## src/rtl/bmed_pkg.sv

```systemverilog
// ----------------------------------------------------------------------------
// bmed_pkg
// Shared constants, codes and types of the binary mask erode/dilate filter.
// ----------------------------------------------------------------------------
`timescale 1ns / 1ps
`default_nettype none

package bmed_pkg;

  localparam int MAX_WIDTH_DEF   = 1024;
  localparam int MAX_HEIGHT_DEF  = 1024;
  localparam int ERODE_SIZE_DEF  = 3;
  localparam int DILATE_SIZE_DEF = 7;

  localparam int CFG_DATA_W   = 11;
  localparam int CFG_IDX_W    = 2;
  localparam int RESET_WIDTH  = 640;
  localparam int RESET_HEIGHT = 480;

  // result queue, power of two
  localparam int FIFO_DEPTH = 16;

  typedef enum logic [CFG_IDX_W-1:0] {
    REG_FRAME_WIDTH  = 2'd0,
    REG_FRAME_HEIGHT = 2'd1
  } cfg_reg_e;

  typedef enum logic {
    CMD_PIXEL = 1'b0,
    CMD_DRAIN = 1'b1
  } cmd_e;

  // one pixel handed from cell to cell
  typedef struct packed {
    logic valid;
    logic value;
  } tok_t;

endpackage

`default_nettype wire

```

## src/rtl/bmed_ram.sv

```systemverilog
// ----------------------------------------------------------------------------
// bmed_ram
// Generic single-write, single-read RAM with registered read data.
// ----------------------------------------------------------------------------
`timescale 1ns / 1ps
`default_nettype none

module bmed_ram #(
  parameter int WIDTH = 2,
  parameter int DEPTH = 1024
) (
  input  wire logic                     clk_i,
  input  wire logic                     we_i,
  input  wire logic [$clog2(DEPTH)-1:0] waddr_i,
  input  wire logic [WIDTH-1:0]         wdata_i,
  input  wire logic [$clog2(DEPTH)-1:0] raddr_i,
  output logic      [WIDTH-1:0]         rdata_o
);

  logic [WIDTH-1:0] mem_q [DEPTH];
  logic [WIDTH-1:0] rdata_q;

  always_ff @(posedge clk_i) begin
    if (we_i) begin
      mem_q[waddr_i] <= wdata_i;
    end
    rdata_q <= mem_q[raddr_i];
  end

  assign rdata_o = rdata_q;

endmodule

`default_nettype wire

```

## src/rtl/bmed_cell.sv

```systemverilog
// ----------------------------------------------------------------------------
// bmed_cell
// One N x N rectangular erosion or dilation cell with line store and window.
// ----------------------------------------------------------------------------
`timescale 1ns / 1ps
`default_nettype none

module bmed_cell #(
  parameter int N          = 3,
  parameter bit ERODE      = 1'b1,
  parameter int MAX_WIDTH  = 1024,
  parameter int MAX_HEIGHT = 1024
) (
  input  wire logic                              clk_i,
  input  wire logic                              rst_ni,
  input  wire logic                              clr_i,
  input  wire logic [$clog2(MAX_WIDTH+1)-1:0]    frame_width_i,
  input  wire logic [$clog2(MAX_HEIGHT+1)-1:0]   frame_height_i,
  input  wire bmed_pkg::tok_t                    tok_i,
  output bmed_pkg::tok_t                         tok_o
);
  import bmed_pkg::*;

  localparam int F  = N - 1 - N / 2;
  localparam int WW = $clog2(MAX_WIDTH + 1);
  localparam int CW = $clog2(MAX_WIDTH);
  localparam int RW = $clog2(MAX_HEIGHT) + 2;
  localparam int LW = $clog2(F * MAX_WIDTH + F + 1);
  localparam int LB = N - 1;

  logic [CW-1:0]           qcol_q, qcol_d, qcol_nx;
  logic [LW-1:0]           qcnt_q, qcnt_d, lag_q;
  logic [RW-1:0]           prow_q, prow_d;
  logic [CW-1:0]           pcol_q, pcol_d;
  logic [N-1:0][N-2:0]     win_q;
  logic [N-1:0][N-1:0]     cur;
  logic [N-1:0]            row_ok, col_ok;
  logic                    started;
  logic                    byp_q, byp_d;
  logic [LB-1:0]           bypdata_q, ram_rdata, lb_rd, lb_wdata;
  logic                    acc;
  logic [WW-1:0]           qcol_inc, pcol_inc;
  tok_t                    tok_q, tok_d;

  bmed_ram #(
    .WIDTH (LB),
    .DEPTH (MAX_WIDTH)
  ) u_line (
    .clk_i   (clk_i),
    .we_i    (tok_i.valid),
    .waddr_i (qcol_q),
    .wdata_i (lb_wdata),
    .raddr_i (qcol_d),
    .rdata_o (ram_rdata)
  );

  // one-pixel rows read back the word written in the same cycle
  assign lb_rd    = byp_q ? bypdata_q : ram_rdata;
  assign lb_wdata = {lb_rd[LB-2:0], tok_i.value};
  assign byp_d    = tok_i.valid && (qcol_d == qcol_q);

  assign qcol_inc = WW'(qcol_q) + WW'(1);
  assign qcol_nx  = (qcol_inc == frame_width_i) ? '0 : CW'(qcol_inc);
  assign pcol_inc = WW'(pcol_q) + WW'(1);
  assign started  = (qcnt_q == lag_q);

  always_comb begin
    qcol_d = qcol_q;
    qcnt_d = qcnt_q;
    prow_d = prow_q;
    pcol_d = pcol_q;
    if (clr_i) begin
      qcol_d = '0;
      qcnt_d = '0;
      prow_d = '0;
      pcol_d = '0;
    end else if (tok_i.valid) begin
      qcol_d = qcol_nx;
      if (!started) begin
        qcnt_d = qcnt_q + LW'(1);
      end else if (pcol_inc == frame_width_i) begin
        pcol_d = '0;
        prow_d = prow_q + RW'(1);
      end else begin
        pcol_d = CW'(pcol_inc);
      end
    end
  end

  // window row i holds the row F-i below the output row, column j the pixel F-j right
  always_comb begin
    logic [RW:0]   rsum;
    logic [CW+1:0] csum;
    rsum = (RW+1)'(prow_q) + (RW+1)'(F);
    csum = (CW+2)'(pcol_q) + (CW+2)'(F);
    for (int i = 0; i < N; i++) begin
      row_ok[i] = (rsum >= (RW+1)'(i)) &&
                  ((rsum - (RW+1)'(i)) < (RW+1)'(frame_height_i));
      col_ok[i] = (csum >= (CW+2)'(i)) &&
                  ((csum - (CW+2)'(i)) < (CW+2)'(frame_width_i));
      cur[i][0] = (i == 0) ? tok_i.value : lb_rd[(i == 0) ? 0 : i-1];
      for (int j = 1; j < N; j++) begin
        cur[i][j] = win_q[i][j-1];
      end
    end
  end

  always_comb begin
    acc = ERODE;
    for (int i = 0; i < N; i++) begin
      for (int j = 0; j < N; j++) begin
        if (ERODE) begin
          acc = acc & (cur[i][j] | ~(row_ok[i] & col_ok[j]));
        end else begin
          acc = acc | (cur[i][j] & row_ok[i] & col_ok[j]);
        end
      end
    end
  end

  always_comb begin
    tok_d.valid = tok_i.valid && started && !clr_i;
    tok_d.value = acc;
  end

  always_ff @(posedge clk_i or negedge rst_ni) begin
    if (!rst_ni) begin
      qcol_q <= '0;
      qcnt_q <= '0;
      prow_q <= '0;
      pcol_q <= '0;
      tok_q  <= '0;
      byp_q  <= 1'b0;
    end else begin
      qcol_q <= qcol_d;
      qcnt_q <= qcnt_d;
      prow_q <= prow_d;
      pcol_q <= pcol_d;
      tok_q  <= tok_d;
      byp_q  <= byp_d;
    end
  end

  always_ff @(posedge clk_i) begin
    lag_q     <= LW'(frame_width_i) * LW'(F) + LW'(F);
    bypdata_q <= lb_wdata;
    if (tok_i.valid) begin
      for (int i = 0; i < N; i++) begin
        win_q[i] <= cur[i][N-2:0];
      end
    end
  end

  assign tok_o = tok_q;

endmodule

`default_nettype wire

```

## config.mk

```make
export PLATFORM = sky130hd
export DESIGN_NAME = bmed_cell
export DESIGN_NICKNAME = d
export VERILOG_FILES = /design/src/rtl/bmed_pkg.sv /design/src/rtl/bmed_ram.sv /design/src/rtl/bmed_cell.sv
export SDC_FILE = /design/constraint.sdc
export NUM_CORES = 2
export LEC_CHECK = 0
export ABC_AREA = 1
export BUFFER_PORTS_ARGS = -buffer_cell sky130_fd_sc_hd__buf_2
export CAP_MARGIN = 20
export CORE_ASPECT_RATIO = 0.75
export CORE_MARGIN = 3
export CORE_UTILIZATION = 30
export DETAILED_ROUTE_END_ITERATION = 12
export PLACE_DENSITY = 0.54
export SYNTH_ARGS = -nofsm -noshare
export SYNTH_HDL_FRONTEND = slang
export SYNTH_HIERARCHICAL = 1
export SYNTH_SLANG_ARGS = --single-unit
```

## constraint.sdc

```tcl
create_clock -name clk_i -period 18.4 [get_ports clk_i]
set_clock_uncertainty 0.1 [all_clocks]
set_input_delay 1.84 -clock clk_i [delete_from_list [all_inputs] [get_ports clk_i]]
set_output_delay 1.84 -clock clk_i [all_outputs]
set_load 0.005 [all_outputs]
```

---- Yosys cells after proc, flatten, opt, wreduce, memory -nomap -nowiden ----
Memories as Yosys holds them, arrays and structs flattened. A register that Yosys moved wholly into a read port is not among the register bits.
Cells that the tools add are included.
operators by class
  reductions and logical operators ........ 16
  $add $sub $neg .......................... 11
  bitwise operators ....................... 35
  equal/unequal tests ..................... 5
  $lt $le $gt $ge ......................... 12
  multiplexer cells ....................... 17
operators with widths
  operator               number
  $mux 10                7
  $mux 12                4
  $lt 13x11->1           3
  $add 10x1->11 const B  3
  $eq 11x11->1           3
  $mux 11                3
  $ge 13x1->1 const B    2
  $lt 12x11->1           2
  $add 11x1->11 const B  2
  $ge 11x1->1 const B    2
  $and 1x1->1            17
  $add 12x1->13 const B  1
  $ge 13x2->1 const B    1
  $sub 13x1->13 const B  1
  $sub 13x2->13 const B  1
  $add 12x1->12 const B  1
  $sub 11x1->12 const B  1
  $sub 11x2->12 const B  1
  $ge 11x2->1 const B    1
  $lt 11x11->1           1
  $eq 10x10->1           1
  $logic_and 1x1->1      9
  $not 1->1              9
  $or 1x1->1             9
  7 further kinds        11
storage, ports and cells
  output and inout port bits .............. 2
  memories ................................ 1
  input port bits ......................... 27
  logic and storage cells ................. 109
  bits in writable memories ............... 2048
  register bits ........................... 65
memory list
  name          depth  bits a word  rd ports  clocked after memory_dff  write ports  RTL line        text
  u_line.mem_q  1024   2            1         1                         1            bmed_ram.sv:20  logic [WIDTH-1:0] mem_q [DEPTH];

---- Depth between registers and ports, before layout ----
  word-level depth ........................ 15
  gate-level depth with buffers ........... 31
  depth with buffers taken out ............ 27

---- Modules after synthesis ----
Netlist, hierarchy kept.
by module, submodules not included
  module     cells each  area an instance (sq um)  seq. area each (sq um)  times used
  bmed_ram   7976        86953.4                   61539.0                 1
  bmed_cell  868         6152.2                    1591.5                  1

---- Worst setup path after synthesis ----
Ideal clock, no wire load.
  kind .................................... register to register
  start ................................... register byp_q
  end ..................................... register win_q (netlist bit cur[4]), data pin
  path buffers ............................ 0
  cell stages (with the launch flop) ...... 4
  library setup time ...................... 2496 ps
  setup slack ............................. 4304 ps
  arrival time ............................ 11500 ps
  cell sequence ........................... dfrtp_1 -> nand2_1 -> o21ai_0 -> inv_1
RTL lines
  item                           RTL line          text
  start, declared                bmed_cell.sv:39   logic byp_q, byp_d;
  start signal, assigned         bmed_cell.sv:140  byp_q <= byp_d;
  end signal, assigned by index  bmed_cell.sv:149  win_q[i] <= cur[i][N-2:0];
  end, declared                  bmed_cell.sv:35   logic [N-1:0][N-2:0] win_q;

---- Final worst setup path ----
  start ................................... register qcol_q[0]
  end ..................................... register u_line.rdata_q[0], in the netlist u_line/rdata_o[0], read port of u_line.mem_q
between the ends
  word-level cells in the longest chain between the ends .. 5
ends and longest elaborated chain
  item                    RTL line          text
  start, declared         bmed_cell.sv:31   logic [CW-1:0] qcol_q, qcol_d, qcol_nx;
  start signal, assigned  bmed_cell.sv:135  qcol_q <= qcol_d;
  $add 10x1->11 *         bmed_cell.sv:62   assign qcol_inc = WW'(qcol_q) + WW'(1);
  $eq 11x11->1            bmed_cell.sv:63   assign qcol_nx = (qcol_inc == frame_width_i) ? '0 : CW'(qcol_inc);
  $mux 10 *               bmed_cell.sv:63
  $mux 10 *               bmed_cell.sv:77   end else if (tok_i.valid) begin
  $mux 10 *               bmed_cell.sv:72   if (clr_i) begin
  net qcol_d[1]           bmed_cell.sv:31
  end, declared           bmed_ram.sv:21    logic [WIDTH-1:0] rdata_q;
Mark *: on every way through the listed nets, which the timed path passes. The rest lies on a longest branch.
A chain may end at the register's enable or synchronous reset.

==> impl_metrics.tcl <==
set metrics [dict create \
    status "finished clean" \
    design_area_um2 103000 \
    grt_pass1_vias 64100 \
    seq_area_frac_synth_pct 67.8 \
    synthArstFlopShare_pct 2.17 \
    fp.dieArea_um2 317000 \
    grt_pass1_wl_um 420000 \
    fin_nets 8661 \
    first_pass_iters 8 \
    setup_viol 0 \
    dieHeight_um 488 \
    cts_buffers 203 \
    yosysWarnings 6 \
    vias 66600 \
    synth_top_area_share_pct 66.2 \
    max_stage_delay_ps 820 \
    htreeDepth 4 \
    fin_crit_sh_pct 42.1 \
    power_frac_comb_pct 8.2 \
    synthCells 8844 \
    drc 0 \
    tns_ps 0 \
    p_clk_share_pct 40.0 \
    die_w_um 649 \
    slowest_stage "inv_8" \
    clock_path_buffers 4 \
    worstReg2RegStart "qcol_q[0]" \
    fillers 30700 \
    synth_top_cells_by_count "2313 x nand2_1, 2122 x nand3_1, 2054 x edfxtp_1" \
    grt_max_degree 209 \
    clock_latency_ps 870 \
    cts_sinks 2115 \
    hp-start "cur[7]" \
    p_sw_w 0.00250 \
    design.core.area_um2 308000 \
    vdd_drop_max_v 0.0000615 \
    clk_pin_slew_ps 60 \
    power_density_nw_per_um2 101 \
    synth_flop_cell "edfxtp_1" \
    grtUsageTotal_pct 17.6 \
    syn_area_um2 93100 \
    critical_path_required_ps 19050 \
    intPower_w 0.00797 \
    placementRows 176 \
    power_leakage_nw 34.9 \
    yosys-top-cells-area "edfxtp_1 66%, nand3_1 11%, nand2_1 9.3%, nor2_1 4.4%, buf_2 1.4%" \
    ys_types 50 \
    ios 29 \
    critPathMaxFanout 122 \
    cts_resized 0 \
    viasPerCell 5.20 \
    crit_start "qcol_q[0]" \
    antenna_found_initial 16 \
    port_buffers 28 \
    slew_violations 0 \
    dpl-instance-area_um2 96900 \
    start_util_pct 30.3 \
    finalWirelength_um 288000 \
    power_frac_seq_pct 51.9 \
    cp.arrival_ps 8400 \
    critPathLaunchType "flip-flop" \
    syn2layout_area_growth_pct 11.0 \
    maxSlewHeadroom_pct 18.1 \
    ant_nets 0 \
    detail_route.wl_per_cell_um 22.4 \
    synth_largest_area_cell "edfxtp_1" \
    ys_ff_latch 2115 \
    gp_congestion 0.851 \
    syn_avg_cell_area_um2 10.5 \
    dp_hpwl_um 149000 \
    syn_nets 8946 \
    switching_share_pct 23.9 \
    final-hold-violation-count 0 \
    drtIter0Drc 8658 \
    worst_pin_slew_ps 1230 \
    max_freq_mhz 129 \
    drive_gt1_share_pct 6.29 \
    end_kind "flip-flop" \
    rsz0062_at_grt "no" \
    cts_root_buf "clkbuf_16" \
    tritoncts "yes" \
    hold_path.class "flip-flop to flip-flop" \
    post_cts_buffers 0 \
    cap_viol_max_count 0 \
    finalCriticalPeriod_ps 7750 \
    hold_buffers 0 \
    yosysMostFrequentCell "nand2_1" \
    synth-edff-count 2054 \
    overflow 0 \
    critPathKind "flip-flop to flip-flop" \
]
-- area by class of cell --
type	count	area, µm²	area share (%)
clock inverters	124	1130	1.09
diodes	2	5.00	0.00484
inverters	186	744	0.720
clock buffers	239	5320	5.15
repair buffers	164	1330	1.29
flip-flops and latches	2115	63100	61.1
multi-input cells	5889	26600	25.7
well taps	4094	5120	4.96
-- placed cells by master, fill, tap and decap left out, types with 6 or more instances in the layout --
cell type / netlist / routed
a21oi_1: 34 / 34
buf_12: 0 / 9
buf_2: 260 / 26
buf_4: 53 / 125
bufinv_16: 0 / 21
clkbuf_1: 265 / 30
clkbuf_16: 0 / 207
clkinv_1: 5 / 55
clkinv_2: 1 / 40
clkinvlp_4: 0 / 10
dfrtp_1: 46 / 46
dfxtp_1: 15 / 15
edfxtp_1: 2054 / 2054
ha_1: 75 / 75
inv_1: 168 / 164
inv_2: 11 / 10
nand2_1: 2313 / 2291
nand2_2: 11 / 13
nand2_4: 5 / 25
nand3_1: 2122 / 2116
nand3_4: 0 / 6
nand4_1: 27 / 27
nor2_1: 1102 / 1100
nor2_2: 8 / 9
nor3_1: 47 / 42
nor3_2: 3 / 8
o21ai_0: 29 / 21
o21ai_1: 8 / 10
o22ai_1: 15 / 15
xor2_1: 50 / 50
-- per-layer routing --
layer / wire [µm] / global-route usage, % / up-vias
met5: 0 / 0 / -
met4: 7850 / 4.63 / 0
met2: 126000 / 27.2 / 2993
met3: 27900 / 3.22 / 448
li1: - / - / 30000
met1: 126000 / 25.3 / 33200
-- sequential cells by signal (all words and copies together), names as in the netlist --
signal,cells
u_line/mem_q,2048
u_line/rdata_o,2
prow_q,12
qcol_q,10
bypdata_q,2
cur,6
pcol_q,10
lag_q,11
byp_q,1
tok_o,2
qcnt_q,11
-- kinds of logic (layout without fill, tap and decap cells) --
group	count (synthesis)	after routing	share of synthesized area, %
simple gates	5657	5657	26.0
flops	2115	2115	67.8
buf+inv	840	713	4.00
compound gates	99	99	0.590
fa+ha+maj	75	75	1.01
xor+xnor	58	58	0.570
other cells	0	2	0
-- worst paths after layout --
| kind | cells past startpoint | end | slack (ps) |
|---|---|---|---|
| worst max-delay path | 27 | u_line/rdata_o[0] | 10650 |
| worst min-delay path | 0 | cur[8] | 360 |
| worst max register to register | 27 | u_line/rdata_o[0] | 10650 |
| worst min register to register | 0 | cur[8] | 360 |
| max in group asynchronous | 2 | prow_q[3] | 16740 |
| min in group asynchronous | 2 | pcol_q[4] | 980 |
-- worst max-delay path, delay by kind of cell (launching register included) --
kind                       cells  cell delay [ps]
DFF                            1              690
buffers and inverters          4             2980
and+or+nand+nor               21             3020
adders and majority gates      1              350
AOI/OAI and AO/OA              1              330
-- through the flow --
stage               std cells  hold WS, ps  power, W  worst slack [ps]  utilization, %
floorplan                8844          326   0.00623              4300               -
global placement        12400          340   0.00638             10000            31.5
detailed placement      12400          348   0.00638              9960            31.5
CTS                     12800          363    0.0105             10720            33.6
global route            12800          391    0.0108             10180            33.6
finish                  12800          358    0.0105             10650            33.6
-- power by group through the flow --
stage,combinational [W],sequential [W],clock (W)
5_1_grt,0.000950,0.00543,0.00446
2_1_floorplan,0.000548,0.00568,0
6_report,0.000854,0.00543,0.00419
3_3_place_gp,0.000842,0.00553,0
3_5_place_dp,0.000850,0.00553,0
4_1_cts,0.000852,0.00543,0.00426
(Power assumes the default switching activity.)
